`src/sv/jmsr_pkg.sv`:
```
// ----------------------------------------------------------------------------
// jmsr_pkg
// Shared types, codes and tables of the JPEG marker stream repair core.
// ----------------------------------------------------------------------------
`default_nettype none

package jmsr_pkg;

   // source formats
   localparam logic [1:0] FMT_JFIF    = 2'd0;
   localparam logic [1:0] FMT_SFW93A  = 2'd1;
   localparam logic [1:0] FMT_SFW94A  = 2'd2;
   localparam logic [1:0] FMT_PIC     = 2'd3;

   // result status codes
   localparam logic [1:0] ST_RUNNING  = 2'd0;
   localparam logic [1:0] ST_COMPLETE = 2'd1;
   localparam logic [1:0] ST_BAD      = 2'd2;
   localparam logic [1:0] ST_MISSING  = 2'd3;

   // marker bytes
   localparam logic [7:0] MK_PREFIX   = 8'hff;
   localparam logic [7:0] MK_SOI      = 8'hd8;
   localparam logic [7:0] MK_APP0     = 8'he0;
   localparam logic [7:0] MK_DHT      = 8'hc4;
   localparam logic [7:0] MK_SOS      = 8'hda;
   localparam logic [7:0] MK_EOI      = 8'hd9;
   localparam logic [7:0] MK_UNKNOWN  = 8'hfe;
   localparam logic [7:0] OBF_SOI     = 8'hc8;
   localparam logic [7:0] OBF_APP0    = 8'hd0;
   localparam logic [7:0] OBF_EOI     = 8'hc9;

   // header offsets of the forced identifier bytes
   localparam logic [3:0] HDR_START   = 4'd4;
   localparam logic [3:0] HDR_ID_LO   = 4'd6;
   localparam logic [3:0] HDR_END     = 4'd13;

   // result queue sizing
   localparam int BURST_MAX = 4;
   localparam int Q_DEPTH   = 8;
   localparam int Q_PTR_W   = $clog2(Q_DEPTH);
   localparam int Q_CNT_W   = $clog2(Q_DEPTH + 1);
   localparam int N_CNT_W   = $clog2(BURST_MAX + 1);
   localparam int N_IDX_W   = $clog2(BURST_MAX);

   // configuration register index
   localparam logic CSR_SOURCE_FORMAT = 1'b0;

   // parse phase, one-hot
   typedef enum logic [8:0] {
      PH_SEARCH = 9'b000000001,
      PH_LEN_HI = 9'b000000010,
      PH_LEN_LO = 9'b000000100,
      PH_BODY   = 9'b000001000,
      PH_MARK0  = 9'b000010000,
      PH_MARK1  = 9'b000100000,
      PH_DATA   = 9'b001000000,
      PH_DONE   = 9'b010000000,
      PH_FAILED = 9'b100000000
   } phase_type;

   typedef struct packed {
      logic [7:0] out_byte;
      logic       has_byte;
      logic       insert_dqt;
      logic       insert_huffman;
      logic [1:0] status;
      logic       last;
   } result_type;

   // all results of one source byte
   typedef struct packed {
      logic [N_CNT_W-1:0]           count;
      result_type [BURST_MAX-1:0]   res;
   } step_type;

   function automatic result_type make_result(input logic [7:0] b, input logic has,
                                              input logic dqt, input logic huff,
                                              input logic [1:0] st);
      result_type r;
      r.out_byte       = b;
      r.has_byte       = has;
      r.insert_dqt     = dqt;
      r.insert_huffman = huff;
      r.status         = st;
      r.last           = 1'b0;
      return r;
   endfunction

   // forced identifier bytes at header offsets 6..12
   function automatic logic [7:0] jfif_id_byte(input logic [2:0] idx);
      logic [7:0] v;
      case (idx)
         3'd0:    v = 8'h4a;
         3'd1:    v = 8'h46;
         3'd2:    v = 8'h49;
         3'd3:    v = 8'h46;
         3'd4:    v = 8'h00;
         3'd5:    v = 8'h01;
         default: v = 8'h00;
      endcase
      return v;
   endfunction

   // obfuscated marker code translation
   function automatic logic [7:0] remap_code(input logic [7:0] c, input logic [1:0] fmt);
      logic [7:0] v;
      if (fmt != FMT_SFW94A) begin
         v = c;
      end else begin
         case (c)
            8'ha0:   v = 8'hc0;
            8'ha4:   v = 8'hc4;
            8'hc8:   v = 8'hd8;
            8'hc9:   v = 8'hd9;
            8'hca:   v = 8'hda;
            8'hcb:   v = 8'hdb;
            8'hd0:   v = 8'he0;
            default: v = MK_UNKNOWN;
         endcase
      end
      return v;
   endfunction

endpackage

`default_nettype wire

```
`src/sv/jmsr_parse.sv`:
```
// ----------------------------------------------------------------------------
// jmsr_parse
// Parse state and combinational step logic: one source byte in, up to four
// results out.
// ----------------------------------------------------------------------------
`default_nettype none

module jmsr_parse import jmsr_pkg::*; (
   input  wire logic       clock,
   input  wire logic       reset,
   input  wire logic       accept,
   input  wire logic [7:0] in_byte,
   input  wire logic       end_of_file,
   input  wire logic [1:0] source_format,
   output step_type        step
);

   phase_type   phase_ff, phase_in;
   logic [1:0]  match_ff, match_in;
   logic [3:0]  offset_ff, offset_in;
   logic [15:0] skip_ff, skip_in;
   logic [7:0]  len_hi_ff, len_hi_in;
   logic        dht_ff, dht_in;
   logic        held_ff, held_in;

   logic        hdr_active;
   logic        force_id;
   logic [7:0]  b;
   logic [7:0]  code;
   logic        sos;
   logic [7:0]  pat1, pat3, expect_byte, eoi_code;
   logic [15:0] seg_len, skip_first, skip_dec;
   logic [N_IDX_W-1:0] tail_idx;

   // header offset tracking and identifier forcing
   assign hdr_active = (phase_ff != PH_SEARCH) && (phase_ff != PH_DONE) &&
                       (phase_ff != PH_FAILED) && (offset_ff < HDR_END);
   assign force_id   = hdr_active && (offset_ff >= HDR_ID_LO) &&
                       ((source_format == FMT_SFW93A) || (source_format == FMT_SFW94A));
   assign b = force_id ? jfif_id_byte(3'(offset_ff - HDR_ID_LO)) : in_byte;

   // marker code and start pattern
   assign code     = remap_code(b, source_format);
   assign sos      = (code == MK_SOS);
   assign pat1     = (source_format == FMT_SFW94A) ? OBF_SOI  : MK_SOI;
   assign pat3     = (source_format == FMT_SFW94A) ? OBF_APP0 : MK_APP0;
   assign eoi_code = (source_format == FMT_SFW94A) ? OBF_EOI  : MK_EOI;

   always_comb begin
      case (match_ff)
         2'd0:    expect_byte = MK_PREFIX;
         2'd1:    expect_byte = pat1;
         2'd2:    expect_byte = MK_PREFIX;
         default: expect_byte = pat3;
      endcase
   end

   // segment length arithmetic
   assign seg_len    = {len_hi_ff, b};
   assign skip_first = seg_len - 16'd2;
   assign skip_dec   = skip_ff - 16'd1;

   // next state and results of one step
   always_comb begin
      phase_in  = phase_ff;
      match_in  = match_ff;
      offset_in = hdr_active ? offset_ff + 4'd1 : offset_ff;
      skip_in   = skip_ff;
      len_hi_in = len_hi_ff;
      dht_in    = dht_ff;
      held_in   = held_ff;
      step      = '0;
      tail_idx  = '0;

      unique case (phase_ff)
         PH_SEARCH: begin
            if (b == expect_byte) begin
               if (match_ff == 2'd3) begin
                  step.res[0] = make_result(MK_PREFIX, 1'b1, 1'b0, 1'b0, ST_RUNNING);
                  step.res[1] = make_result(MK_SOI,    1'b1, 1'b0, 1'b0, ST_RUNNING);
                  step.res[2] = make_result(MK_PREFIX, 1'b1, 1'b0, 1'b0, ST_RUNNING);
                  step.res[3] = make_result(MK_APP0,   1'b1, 1'b0, 1'b0, ST_RUNNING);
                  step.count  = N_CNT_W'(4);
                  match_in    = 2'd0;
                  offset_in   = HDR_START;
                  phase_in    = PH_LEN_HI;
               end else begin
                  match_in = match_ff + 2'd1;
               end
            end else if (b == MK_PREFIX) begin
               match_in = 2'd1;
            end else if ((match_ff == 2'd3) && (b == pat1)) begin
               match_in = 2'd2;
            end else begin
               match_in = 2'd0;
            end
         end
         PH_LEN_HI: begin
            len_hi_in   = b;
            step.res[0] = make_result(b, 1'b1, 1'b0, 1'b0, ST_RUNNING);
            step.count  = N_CNT_W'(1);
            phase_in    = PH_LEN_LO;
         end
         PH_LEN_LO: begin
            step.count = N_CNT_W'(1);
            if (seg_len < 16'd2) begin
               step.res[0] = make_result(b, 1'b1, 1'b0, 1'b0, ST_BAD);
               phase_in    = PH_FAILED;
            end else begin
               step.res[0] = make_result(b, 1'b1, 1'b0, 1'b0, ST_RUNNING);
               skip_in     = skip_first;
               phase_in    = (skip_first == 16'd0) ? PH_MARK0 : PH_BODY;
            end
         end
         PH_BODY: begin
            step.res[0] = make_result(b, 1'b1, 1'b0, 1'b0, ST_RUNNING);
            step.count  = N_CNT_W'(1);
            skip_in     = skip_dec;
            if (skip_dec == 16'd0) begin
               phase_in = PH_MARK0;
            end
         end
         PH_MARK0: begin
            if (b == MK_PREFIX) begin
               held_in  = 1'b1;
               phase_in = PH_MARK1;
            end else begin
               step.res[0] = make_result(8'h00, 1'b0, 1'b0, 1'b0, ST_BAD);
               step.count  = N_CNT_W'(1);
               phase_in    = PH_FAILED;
            end
         end
         PH_MARK1: begin
            dht_in      = dht_ff | (code == MK_DHT);
            step.res[0] = make_result(MK_PREFIX, 1'b1,
                                      sos && (source_format == FMT_PIC),
                                      sos && !dht_in, ST_RUNNING);
            step.res[1] = make_result(code, 1'b1, 1'b0, 1'b0, ST_RUNNING);
            step.count  = N_CNT_W'(2);
            held_in     = 1'b0;
            phase_in    = sos ? PH_DATA : PH_LEN_HI;
         end
         PH_DATA: begin
            step.count = N_CNT_W'(1);
            if (held_ff && (b == eoi_code)) begin
               step.res[0] = make_result(MK_EOI, 1'b1, 1'b0, 1'b0, ST_COMPLETE);
               held_in     = 1'b0;
               phase_in    = PH_DONE;
            end else begin
               step.res[0] = make_result(b, 1'b1, 1'b0, 1'b0, ST_RUNNING);
               held_in     = (b == MK_PREFIX);
            end
         end
         PH_DONE, PH_FAILED: begin
         end
         default: begin
         end
      endcase

      // end of file: flag a missing start or end, then return to reset
      if (end_of_file) begin
         if ((phase_in != PH_DONE) && (phase_in != PH_FAILED)) begin
            if (step.count != '0) begin
               tail_idx                  = N_IDX_W'(step.count - N_CNT_W'(1));
               step.res[tail_idx].status = ST_MISSING;
            end else begin
               step.res[0] = make_result(8'h00, 1'b0, 1'b0, 1'b0, ST_MISSING);
               step.count  = N_CNT_W'(1);
            end
         end
         phase_in  = PH_SEARCH;
         match_in  = 2'd0;
         offset_in = 4'd0;
         skip_in   = 16'd0;
         len_hi_in = 8'd0;
         dht_in    = 1'b0;
         held_in   = 1'b0;
      end

      // mark the final result of the step
      if (step.count != '0) begin
         tail_idx                = N_IDX_W'(step.count - N_CNT_W'(1));
         step.res[tail_idx].last = 1'b1;
      end
   end

   // parse state registers
   always_ff @(posedge clock) begin
      if (reset) begin
         phase_ff  <= PH_SEARCH;
         match_ff  <= 2'd0;
         offset_ff <= 4'd0;
         skip_ff   <= 16'd0;
         len_hi_ff <= 8'd0;
         dht_ff    <= 1'b0;
         held_ff   <= 1'b0;
      end else if (accept) begin
         phase_ff  <= phase_in;
         match_ff  <= match_in;
         offset_ff <= offset_in;
         skip_ff   <= skip_in;
         len_hi_ff <= len_hi_in;
         dht_ff    <= dht_in;
         held_ff   <= held_in;
      end
   end

endmodule

`default_nettype wire

```
`src/sv/jmsr_rsp_queue.sv`:
```
// ----------------------------------------------------------------------------
// jmsr_rsp_queue
// Eight-entry result queue: takes a burst of up to four results per cycle
// and hands them out one per transaction.
// ----------------------------------------------------------------------------
`default_nettype none

module jmsr_rsp_queue import jmsr_pkg::*; (
   input  wire logic  clock,
   input  wire logic  reset,
   input  wire logic  push,
   input  step_type   step,
   input  wire logic  pop,
   output result_type head,
   output logic       not_empty,
   output logic       no_room
);

   result_type         entries_ff [Q_DEPTH];
   logic [Q_PTR_W-1:0] wr_ptr_ff, wr_ptr_in;
   logic [Q_PTR_W-1:0] rd_ptr_ff, rd_ptr_in;
   logic [Q_CNT_W-1:0] count_ff, count_in;
   logic [Q_CNT_W-1:0] push_n;
   logic               do_pop;

   assign not_empty = (count_ff != '0);
   // room for a full burst is needed before the next source byte
   assign no_room   = (count_ff > Q_CNT_W'(Q_DEPTH - BURST_MAX));
   assign head      = entries_ff[rd_ptr_ff];

   // pointer and fill bookkeeping
   assign do_pop    = pop && not_empty;
   assign push_n    = push ? Q_CNT_W'(step.count) : '0;
   assign wr_ptr_in = wr_ptr_ff + Q_PTR_W'(push_n);
   assign rd_ptr_in = rd_ptr_ff + Q_PTR_W'(do_pop);
   assign count_in  = count_ff + push_n - Q_CNT_W'(do_pop);

   always_ff @(posedge clock) begin
      if (reset) begin
         wr_ptr_ff <= '0;
         rd_ptr_ff <= '0;
         count_ff  <= '0;
      end else begin
         wr_ptr_ff <= wr_ptr_in;
         rd_ptr_ff <= rd_ptr_in;
         count_ff  <= count_in;
      end
   end

   // burst write into consecutive slots
   always_ff @(posedge clock) begin
      for (int i = 0; i < BURST_MAX; i++) begin
         if (push && (N_CNT_W'(i) < step.count)) begin
            entries_ff[wr_ptr_ff + Q_PTR_W'(i)] <= step.res[i];
         end
      end
   end

endmodule

`default_nettype wire

```
`src/sv/jpeg_marker_stream_repair_core.sv`:
```
// ----------------------------------------------------------------------------
// jpeg_marker_stream_repair_core
// Byte-stream JPEG marker repair: start pattern search, marker remapping,
// segment walk and table insertion flags.
// ----------------------------------------------------------------------------
// One source byte is accepted per cycle while req_stall is low. Each byte is
// parsed in the cycle it is accepted and yields zero to four results (four
// for the start pattern, two for a marker, none for a held marker FF), which
// enter an eight-entry result queue and leave one per rsp transaction; the
// first result of a byte is visible the cycle after acceptance if the queue
// was empty. The rsp port sets the sustained rate: one byte per cycle while
// bytes give at most one result each and rsp_stall is low, and req_stall
// rises whenever more than four results are still queued. source_format sits
// at byte address 0; the user must write it only while the block is idle
// (not enforced); end_of_file returns the parser to its search state.
`default_nettype none

module jpeg_marker_stream_repair_core import jmsr_pkg::*; (
   input  wire logic        clock,
   input  wire logic        reset,
   // source byte channel
   input  wire logic        req_valid,
   output logic             req_stall,
   input  wire logic [7:0]  req_in_byte,
   input  wire logic        req_end_of_file,
   // result channel
   output logic             rsp_valid,
   input  wire logic        rsp_stall,
   output logic [7:0]       rsp_out_byte,
   output logic             rsp_has_byte,
   output logic             rsp_insert_dqt,
   output logic             rsp_insert_huffman,
   output logic [1:0]       rsp_status,
   output logic             rsp_last,
   // configuration port
   input  wire logic        csr_psel,
   input  wire logic        csr_penable,
   input  wire logic        csr_pwrite,
   input  wire logic [2:0]  csr_paddr,
   input  wire logic [31:0] csr_pwdata,
   output logic [31:0]      csr_prdata,
   output logic             csr_pready
);

   logic [1:0] source_format_ff;
   logic       req_accept;
   logic       rsp_accept;
   logic       csr_write;
   step_type   step;
   result_type head;

   // configuration register
   assign csr_pready = 1'b1;
   assign csr_write  = csr_psel && csr_penable && csr_pwrite && csr_pready;

   always_ff @(posedge clock) begin
      if (reset) begin
         source_format_ff <= FMT_JFIF;
      end else if (csr_write && (csr_paddr[2] == CSR_SOURCE_FORMAT)) begin
         source_format_ff <= csr_pwdata[1:0];
      end
   end

   always_comb begin
      csr_prdata = '0;
      if (csr_paddr[2] == CSR_SOURCE_FORMAT) begin
         csr_prdata = {30'd0, source_format_ff};
      end
   end

   // handshakes
   assign req_accept = req_valid && !req_stall;
   assign rsp_accept = rsp_valid && !rsp_stall;

   jmsr_parse u_parse (
      .clock         (clock),
      .reset         (reset),
      .accept        (req_accept),
      .in_byte       (req_in_byte),
      .end_of_file   (req_end_of_file),
      .source_format (source_format_ff),
      .step          (step)
   );

   jmsr_rsp_queue u_queue (
      .clock     (clock),
      .reset     (reset),
      .push      (req_accept),
      .step      (step),
      .pop       (rsp_accept),
      .head      (head),
      .not_empty (rsp_valid),
      .no_room   (req_stall)
   );

   // result fields from the queue head
   assign rsp_out_byte       = head.out_byte;
   assign rsp_has_byte       = head.has_byte;
   assign rsp_insert_dqt     = head.insert_dqt;
   assign rsp_insert_huffman = head.insert_huffman;
   assign rsp_status         = head.status;
   assign rsp_last           = head.last;

endmodule

`default_nettype wire
```
`config.mk`:
```
export PLATFORM = sky130hd
export DESIGN_NAME = jpeg_marker_stream_repair_core
export DESIGN_NICKNAME = d
export VERILOG_FILES = /design/src/sv/jmsr_pkg.sv /design/src/sv/jmsr_parse.sv /design/src/sv/jmsr_rsp_queue.sv /design/src/sv/jpeg_marker_stream_repair_core.sv
export SDC_FILE = /design/constraint.sdc
export NUM_CORES = 1
export LEC_CHECK = 0
export BUFFER_PORTS_ARGS = -buffer_cell sky130_fd_sc_hd__buf_2
export CAP_MARGIN = 30
export CORE_AREA = 2 2 132 134
export DETAILED_ROUTE_END_ITERATION = 10
export DIE_AREA = 0 0 134 136
export GPL_TIMING_DRIVEN = 0
export PLACE_DENSITY_LB_ADDON = 0.25
export SLEW_MARGIN = 20
export SYNTH_ARGS = -nofsm -noshare
export SYNTH_HDL_FRONTEND = slang
export SYNTH_SLANG_ARGS = --single-unit
```
`constraint.sdc`:
```
create_clock -name clock -period 7.8 [get_ports clock]
set_input_delay 0.39 -clock clock [delete_from_list [all_inputs] [get_ports clock]]
set_output_delay 0.39 -clock clock [all_outputs]
set_load 0.005 [all_outputs]
```
### After elaboration in Yosys (flattened, before gate mapping)

Memories as Yosys holds them, arrays and structs flattened. A register that Yosys moved wholly into a read port is not among the register bits.
Index checks and enable logic that the tools add are counted.

* bits in writable memories: 112
* output and inout bits: 49
* memories: 1
* register bits after elaboration: 53

* multiplexer cells: 73
* equality and inequality tests: 38
* reduce and logical (&&, ||, !) cells: 47
* magnitude comparators: 12
* add/subtract/negate cells: 14
* bitwise logic cells: 2

Memories
* u_queue.entries_ff: words 8, bits a word 14, rd ports 1, clocked after Yosys merged registers in 1, wr ports 4, line jmsr_rsp_queue.sv:19 `result_type entries_ff [Q_DEPTH];`

Operators by type and width (count)
* two-way mux 59 bit: 4
* bitwise mux 56 bit: 2
* one-hot mux 14 bit (6 select lines): 1
* == test 8 bit (second input constant): 10
* two-way mux 9 bit: 7
* one-hot mux 9 bit (7 select lines): 1
* demux 14 bit (select 2 bit): 2
* two-way mux 56 bit: 1
* two-way mux 42 bit: 1
* one-hot mux 6 bit (7 select lines): 1
* logical NOT 16 bit: 2
* two-way mux 16 bit: 2
* two-way mux 8 bit: 4
* one-hot mux 16 bit (2 select lines): 1
* two-way mux 14 bit: 2
* two-way mux 28 bit: 1
* one-hot mux 14 bit (2 select lines): 1
* one-hot mux 7 bit (4 select lines): 1
* == test 8 bit: 3
* logical AND 1 bit: 22
* two-way mux 4 bit: 5
* two-way mux 3 bit: 6
* inequality test 9 x 8 -> 1 bit (second input constant): 2
* inequality test 9 bit (second input constant): 2
* 57 further kinds: 102

### Depth between registers and ports, before layout

* word-level depth: 26
* gate-level depth with buffers: 18
* gate-level depth less buffers: 17

### Cells and area by module

Synthesis repeated with hierarchy kept, for this count alone.

* cell total of the unflattened synthesis: 1529
* area total of the unflattened synthesis: 12906.1 um^2

By module, submodules not included
* jmsr_rsp_queue: times used 1, area an instance 8125.3 um^2, cells an instance 867
* jmsr_parse: times used 1, area an instance 4415.5 um^2, cells an instance 616
* jpeg_marker_stream_repair_core: times used 1, area an instance 365.4 um^2, cells an instance 46

### Least setup slack after synthesis

Ideal clock, no wire load.

* path kind: flip-flop to flip-flop
* start point: register u_parse.phase_ff[2]
* end point: register u_parse.phase_ff[4]
* data required time: 7.714 ns
* arrival time: 4.047 ns
* path slack: 3.668 ns
* stages on the path, launching flop included: 16
* path through: dfxtp_1 -> clkbuf_1 -> nor3_1 -> nand3_1 -> o211ai_2 -> clkbuf_1 -> o31ai_1 -> inv_1 -> ha_1 -> or4b_2 -> or4_1 -> mux2i_1 -> xnor2_1 -> and4_1 -> nand3_1 -> a211oi_1

* cells in the longest elaborated chain, start to end: 13
* elaborated cells on any way between the ends: 28
* those cells by class: add/sub (1); order compare (1); eq/ne (12); mux (7); reduce/logical (7)

Ends and longest elaborated chain
* start, declared: line jmsr_parse.sv:18 `phase_type phase_ff, phase_in;`
* start signal, assigned: line jmsr_parse.sv:198 `phase_ff <= phase_in;`
* inequality test 9 x 1 -> 1 bit / inequality test 9 x 8 -> 1 bit (equally long branches): line jmsr_parse.sv:36 `assign hdr_active = (phase_ff != PH_SEARCH) && (phase_ff != PH_DONE) &&`
* logical AND 1 bit (2 in a row): line jmsr_parse.sv:36
* logical AND 1 bit: line jmsr_parse.sv:37 `(phase_ff != PH_FAILED) && (offset_ff < HDR_END);`
* logical AND 1 bit (2 in a row): line jmsr_parse.sv:38 `assign force_id = hdr_active && (offset_ff >= HDR_ID_LO) &&`
* two-way mux 8 bit: line jmsr_parse.sv:40 `assign b = force_id ? jfif_id_byte(3'(offset_ff - HDR_ID_LO)) : in_byte;`
* subtractor 16 x 2 -> 16 bit: line jmsr_parse.sv:60 `assign skip_first = seg_len - 16'd2;`
* logical NOT 16 bit: line jmsr_parse.sv:112 `phase_in = (skip_first == 16'd0) ? PH_MARK0 : PH_BODY;`
* two-way mux 5 bit: line jmsr_parse.sv:112
* two-way mux 9 bit: line jmsr_parse.sv:106 `if (seg_len < 16'd2) begin`
* one-hot mux 9 bit (7 select lines) *: line jmsr_parse.sv:75 `unique case (phase_ff)`
* two-way mux 9 bit *: line jmsr_parse.sv:161 `if (end_of_file) begin`

Mark *: on every way between the ends. The rest lies on a longest branch, timed or not.
A chain may end at the register's enable or synchronous reset.

### Worst setup path in the final report

Ends and elaborated chain as after synthesis.

==> impl_summary.md <==
Outcome
The run finished with clean final reports.

Clock network
The TritonCTS buffer count is 17. In this run the post-CTS setup repair buffer count came out at 0. Hold repair after CTS inserted 0 buffers. The number of gates resized after CTS is 0. The longest clock path from root to sink contains 2 buffers. The tree is rooted in a clkbuf_16. The clock tree from TritonCTS is yes.

The later-pin clock latency in the skew report is 0.45 ns. Clock-pin slew was measured on the worst setup and hold paths at around 0.070 ns. The sink count of the clock tree is 165. The maximum level of the CTS H-tree is 4.

Pwr
The clock network fraction of design power is between 30 and 40%. The internal power consumption is 1.65 mW. Dividing total power by cell area gives a power density of ~200 nW/µm². The portion of total power attributed to combinational logic is between 20% and 30%. IR analysis of the VDD net gives a maximum drop of between 0.1 and 0.15 mV. Summed over all nets, the switching power comes to about 800 µW. The total leakage power is 4.49 nW. The total power of the final layout is 2.42 mW. The net switching fraction of the power is roughly a third. Sequential cells account for 40.1% of the total power.

STA
The final hold violation count was 0. Setup violations remaining at the end of the flow were counted as 0. Setup repair after global routing left no endpoint under its margin. The worst pin sits at a relative slew slack of 32.9%. The worst path in the final design needs a cycle of ~5.3 ns, including I/O delays and setup. In the post-route analysis, the smallest setup slack over all paths is between 2 and 3 ns. Between clock sinks in the finished design, the worst skew comes to 0.0133 ns. For the pin with the worst max-slew slack, the measured transition is roughly 0.99 ns.

The number of pins with negative max-slew slack in the final report came to 0. Setup total negative slack on the finished layout was measured at 0 ns. The ratio of final minimum period to clock period is between 60% and 70%. The highest clock frequency the design can meet is approximately 190 MHz. Hold timing on the final database bottoms out at a slack of ~0.18 ns.

Placement
The congestion estimate from routability-driven global placement came to between 1 and 1.5. Prior to clock tree synthesis, the placed netlist has a worst setup slack of 2.74 ns. The number of I/O port buffers is 34. The HPWL after detailed placement is approximately 24 mm.

Setup path
In this run the worst path has a maximum fanout of 10. Counting both buffers and inverters, the worst setup path holds a total of 3. At the worst endpoint, the arrival time is ~5.6 ns. The critical path startpoint category is a flip-flop.

The category of the worst setup path capture point is a flip-flop. Grouping stages by cell kind, the critical path spends the most delay in simple AND/OR/NAND/NOR gates. The delay of the slowest critical-path stage is between 0.6 and 0.7 ns. The worst setup path is of the reg -> reg kind. The signal on the critical path passes through clkbuf_1 -> nor3_1 -> nand3_1 -> o211ai_2 -> clkbuf_1 -> o31ai_1 -> inv_1 -> ha_1 -> or4b_2 -> or4_1 -> mux2i_1 -> xnor2_1 -> and4_1 -> nand3_1 -> a211oi_1.

The data required time of the critical path is between 8 and 9 ns. On the critical path, the stage with the largest delay is an instance of or4b_2.

Global routing
The number of antenna violations at the first check in global routing is 0. The total routing usage reported by global routing is between 30% and 40%. The residual overflow from global routing is 0. The wire length of the first global-routing pass is ~50 mm. The number of global-route vias before repair is just over 9,000. Entering global routing, the biggest net connects 19 pins.

Yosys
A synthesized cell averages approximately 9.4 µm². Sorting the synthesized cells by area gives the leading types as edfxtp_1 (32%), dfxtp_1 (10%), mux4_2 (5.9%). Counting flops and latches in the post-synthesis netlist gives 165. After synthesis, the most frequently instantiated cells are nor2_1 (134), edfxtp_1 (112), a21oi_1 (100). The biggest area contributor in the post-synthesis netlist is edfxtp_1.

In this run, synthesis inferred 112 flip-flops with an integrated enable. The netlist uses 74 different library cells. The gate count after technology mapping is 1,132.

The share of the Yosys chip area taken by registers is between 40% and 50%. The share of the synthesized area in the top cell type is approximately a third. In the post-synthesis netlist, the cell with the most instances is nor2_1.

The most used flip-flop cell after synthesis is edfxtp_1. The total number of yosys warnings is 0. The cell area that synthesis handed to floorplanning was around 11,000 µm². Of all flip-flops after synthesis, the portion carrying an async set or reset was 0%.

Final layout
At the end of the flow the core is filled with cells to between 70 and 80%. The number of nets in the layout is between 1,000 and 1,500. Cells with a size suffix above 1 make up between 10% and 20% of the layout. 0 antenna diodes ended up in the layout.

The sequential cells in the finished layout cover a total of 4420 µm². Summing all multi-input logic gate instances after layout gives between 5000 and 6000 µm². The layout has approximately 1,300 filler cells. The synthesis-to-finish area growth is 12.3%.

Floorplan
The horizontal extent of the die is 134 µm. The number of rows in the core area is 48. The number of I/O pins is 100.

The die covers 18,200 µm². Once the floorplan was initialized, standard cells occupied around 63% of the core. In this run the standard cell core region covers 16,900 µm². The die is between 100 and 150 µm tall.

Routing
Summing over every cut layer, the via total after detailed routing is 9,645. The average vias per placed instance is between 6 and 7. The average routed wire per standard cell is approximately 22 µm.

For this run, design rule violations remaining after detail routing come to 0. The starting DRC count in detailed routing is ~1,500. The count of antenna-violating nets left after detailed routing is 0.

Summed over all layers, the routed wires come to around 32 mm. The number of detailed-routing iterations run before antenna repair is 6.

Run
Across the run, the number of max-cap violations was 0.

Worst hold path
The worst hold path class is in -> reg.
-- layer usage --
layer	track usage (%)	vias up	share of wire (%)
li1	-	4347	-
met1	43.8	4533	38
met2	60.2	638	48
met3	5.56	127	8.5
met4	20.3	0	5.5
met5	0	-	0
-- logic make-up after synthesis --
kind of cell / Yosys count / share of synthesized area (%)
fa+ha+maj: 26 / 3.19
simple gates: 406 / 19.4
mux: 52 / 8.36
compound gates: 306 / 18.1
xor+xnor: 42 / 3.45
flops: 165 / 41.5
other cells: 2 / 0.0704
buf+inv: 133 / 5.99
-- power groups by stage --
stage	registers [mW]	clock network [mW]	logic, mW
finish	0.973	0.837	0.615
detailed placement	0.992	0	0.587
global route	0.976	0.861	0.664
CTS	0.973	0.828	0.592
global placement	0.991	0	0.573
floorplan	0.986	0	0.418
-- placed cells by master, fill, tap and decap left out, types with 16 or more instances in the layout --
cell / netlist / final
a211oi_1: 21 / 21
a21oi_1: 100 / 100
buf_2: 6 / 41
buf_4: 31 / 31
clkbuf_1: 55 / 55
clkbuf_16: 0 / 17
conb_1: 2 / 31
dfxtp_1: 53 / 53
edfxtp_1: 112 / 112
ha_1: 24 / 24
inv_1: 33 / 33
mux2_2: 16 / 16
mux4_2: 28 / 28
nand2_1: 79 / 79
nand3_1: 27 / 27
nor2_1: 134 / 134
nor3_1: 27 / 27
nor4_1: 16 / 16
o21ai_0: 64 / 64
xnor2_1: 29 / 29
-- worst paths after layout --
| path | from | endpoint | slack, ns | cells after the start |
|---|---|---|---|---|
| max reg2reg | u_parse.phase_ff[2]$_SDFFE_PP0P_ | u_parse.phase_ff[4]$_SDFFE_PP0P_ | 2.55 | 15 |
| min | csr_pwdata[1] | source_format_ff[1]$_SDFFE_PP0P_ | 0.18 | 3 |
| max | u_parse.phase_ff[2]$_SDFFE_PP0P_ | u_parse.phase_ff[4]$_SDFFE_PP0P_ | 2.55 | 15 |
| min reg2reg | u_parse.dht_ff$_SDFFE_PP0P_ | u_parse.dht_ff$_SDFFE_PP0P_ | 0.51 | 2 |
-- sequential cells by signal, summed over array words and instances (netlist names) --
name,flops
u_parse.dht_ff,1
u_parse.len_hi_ff,8
source_format_ff,2
u_parse.offset_ff,4
u_queue.count_ff,4
u_queue.rd_ptr_ff,3
u_parse.match_ff,2
u_parse.held_ff,1
u_parse.skip_ff,16
u_queue.wr_ptr_ff,3
u_queue.entries_ff,112
u_parse.phase_ff,9
-- per-stage QoR --
step                      cell area [µm²]  std cells
after CTS                           11900       1459
after floorplan                     10800       1161
after detailed placement            11400       1427
after global placement              11200       1420
after global routing                12000       1463
final                               12000       1463
-- area by class of cell --
type	instances	area share, %
well taps	225	2.35
flip-flops and latches	165	37.0
repair buffers	45	2.50
clock buffers	17	3.55
inverters	33	1.03
multi-input cells	863	48.0
clock inverters	15	1.26
plain buffers	100	4.30
-- tightest hold or removal path: cells and delay by family --
kind | cells | cell delay (ns)
mux | 1 | 0.05
simple gates | 1 | 0.07
buf+inv | 1 | 0.07
No activity file was read; power rests on OpenSTA's default activity.
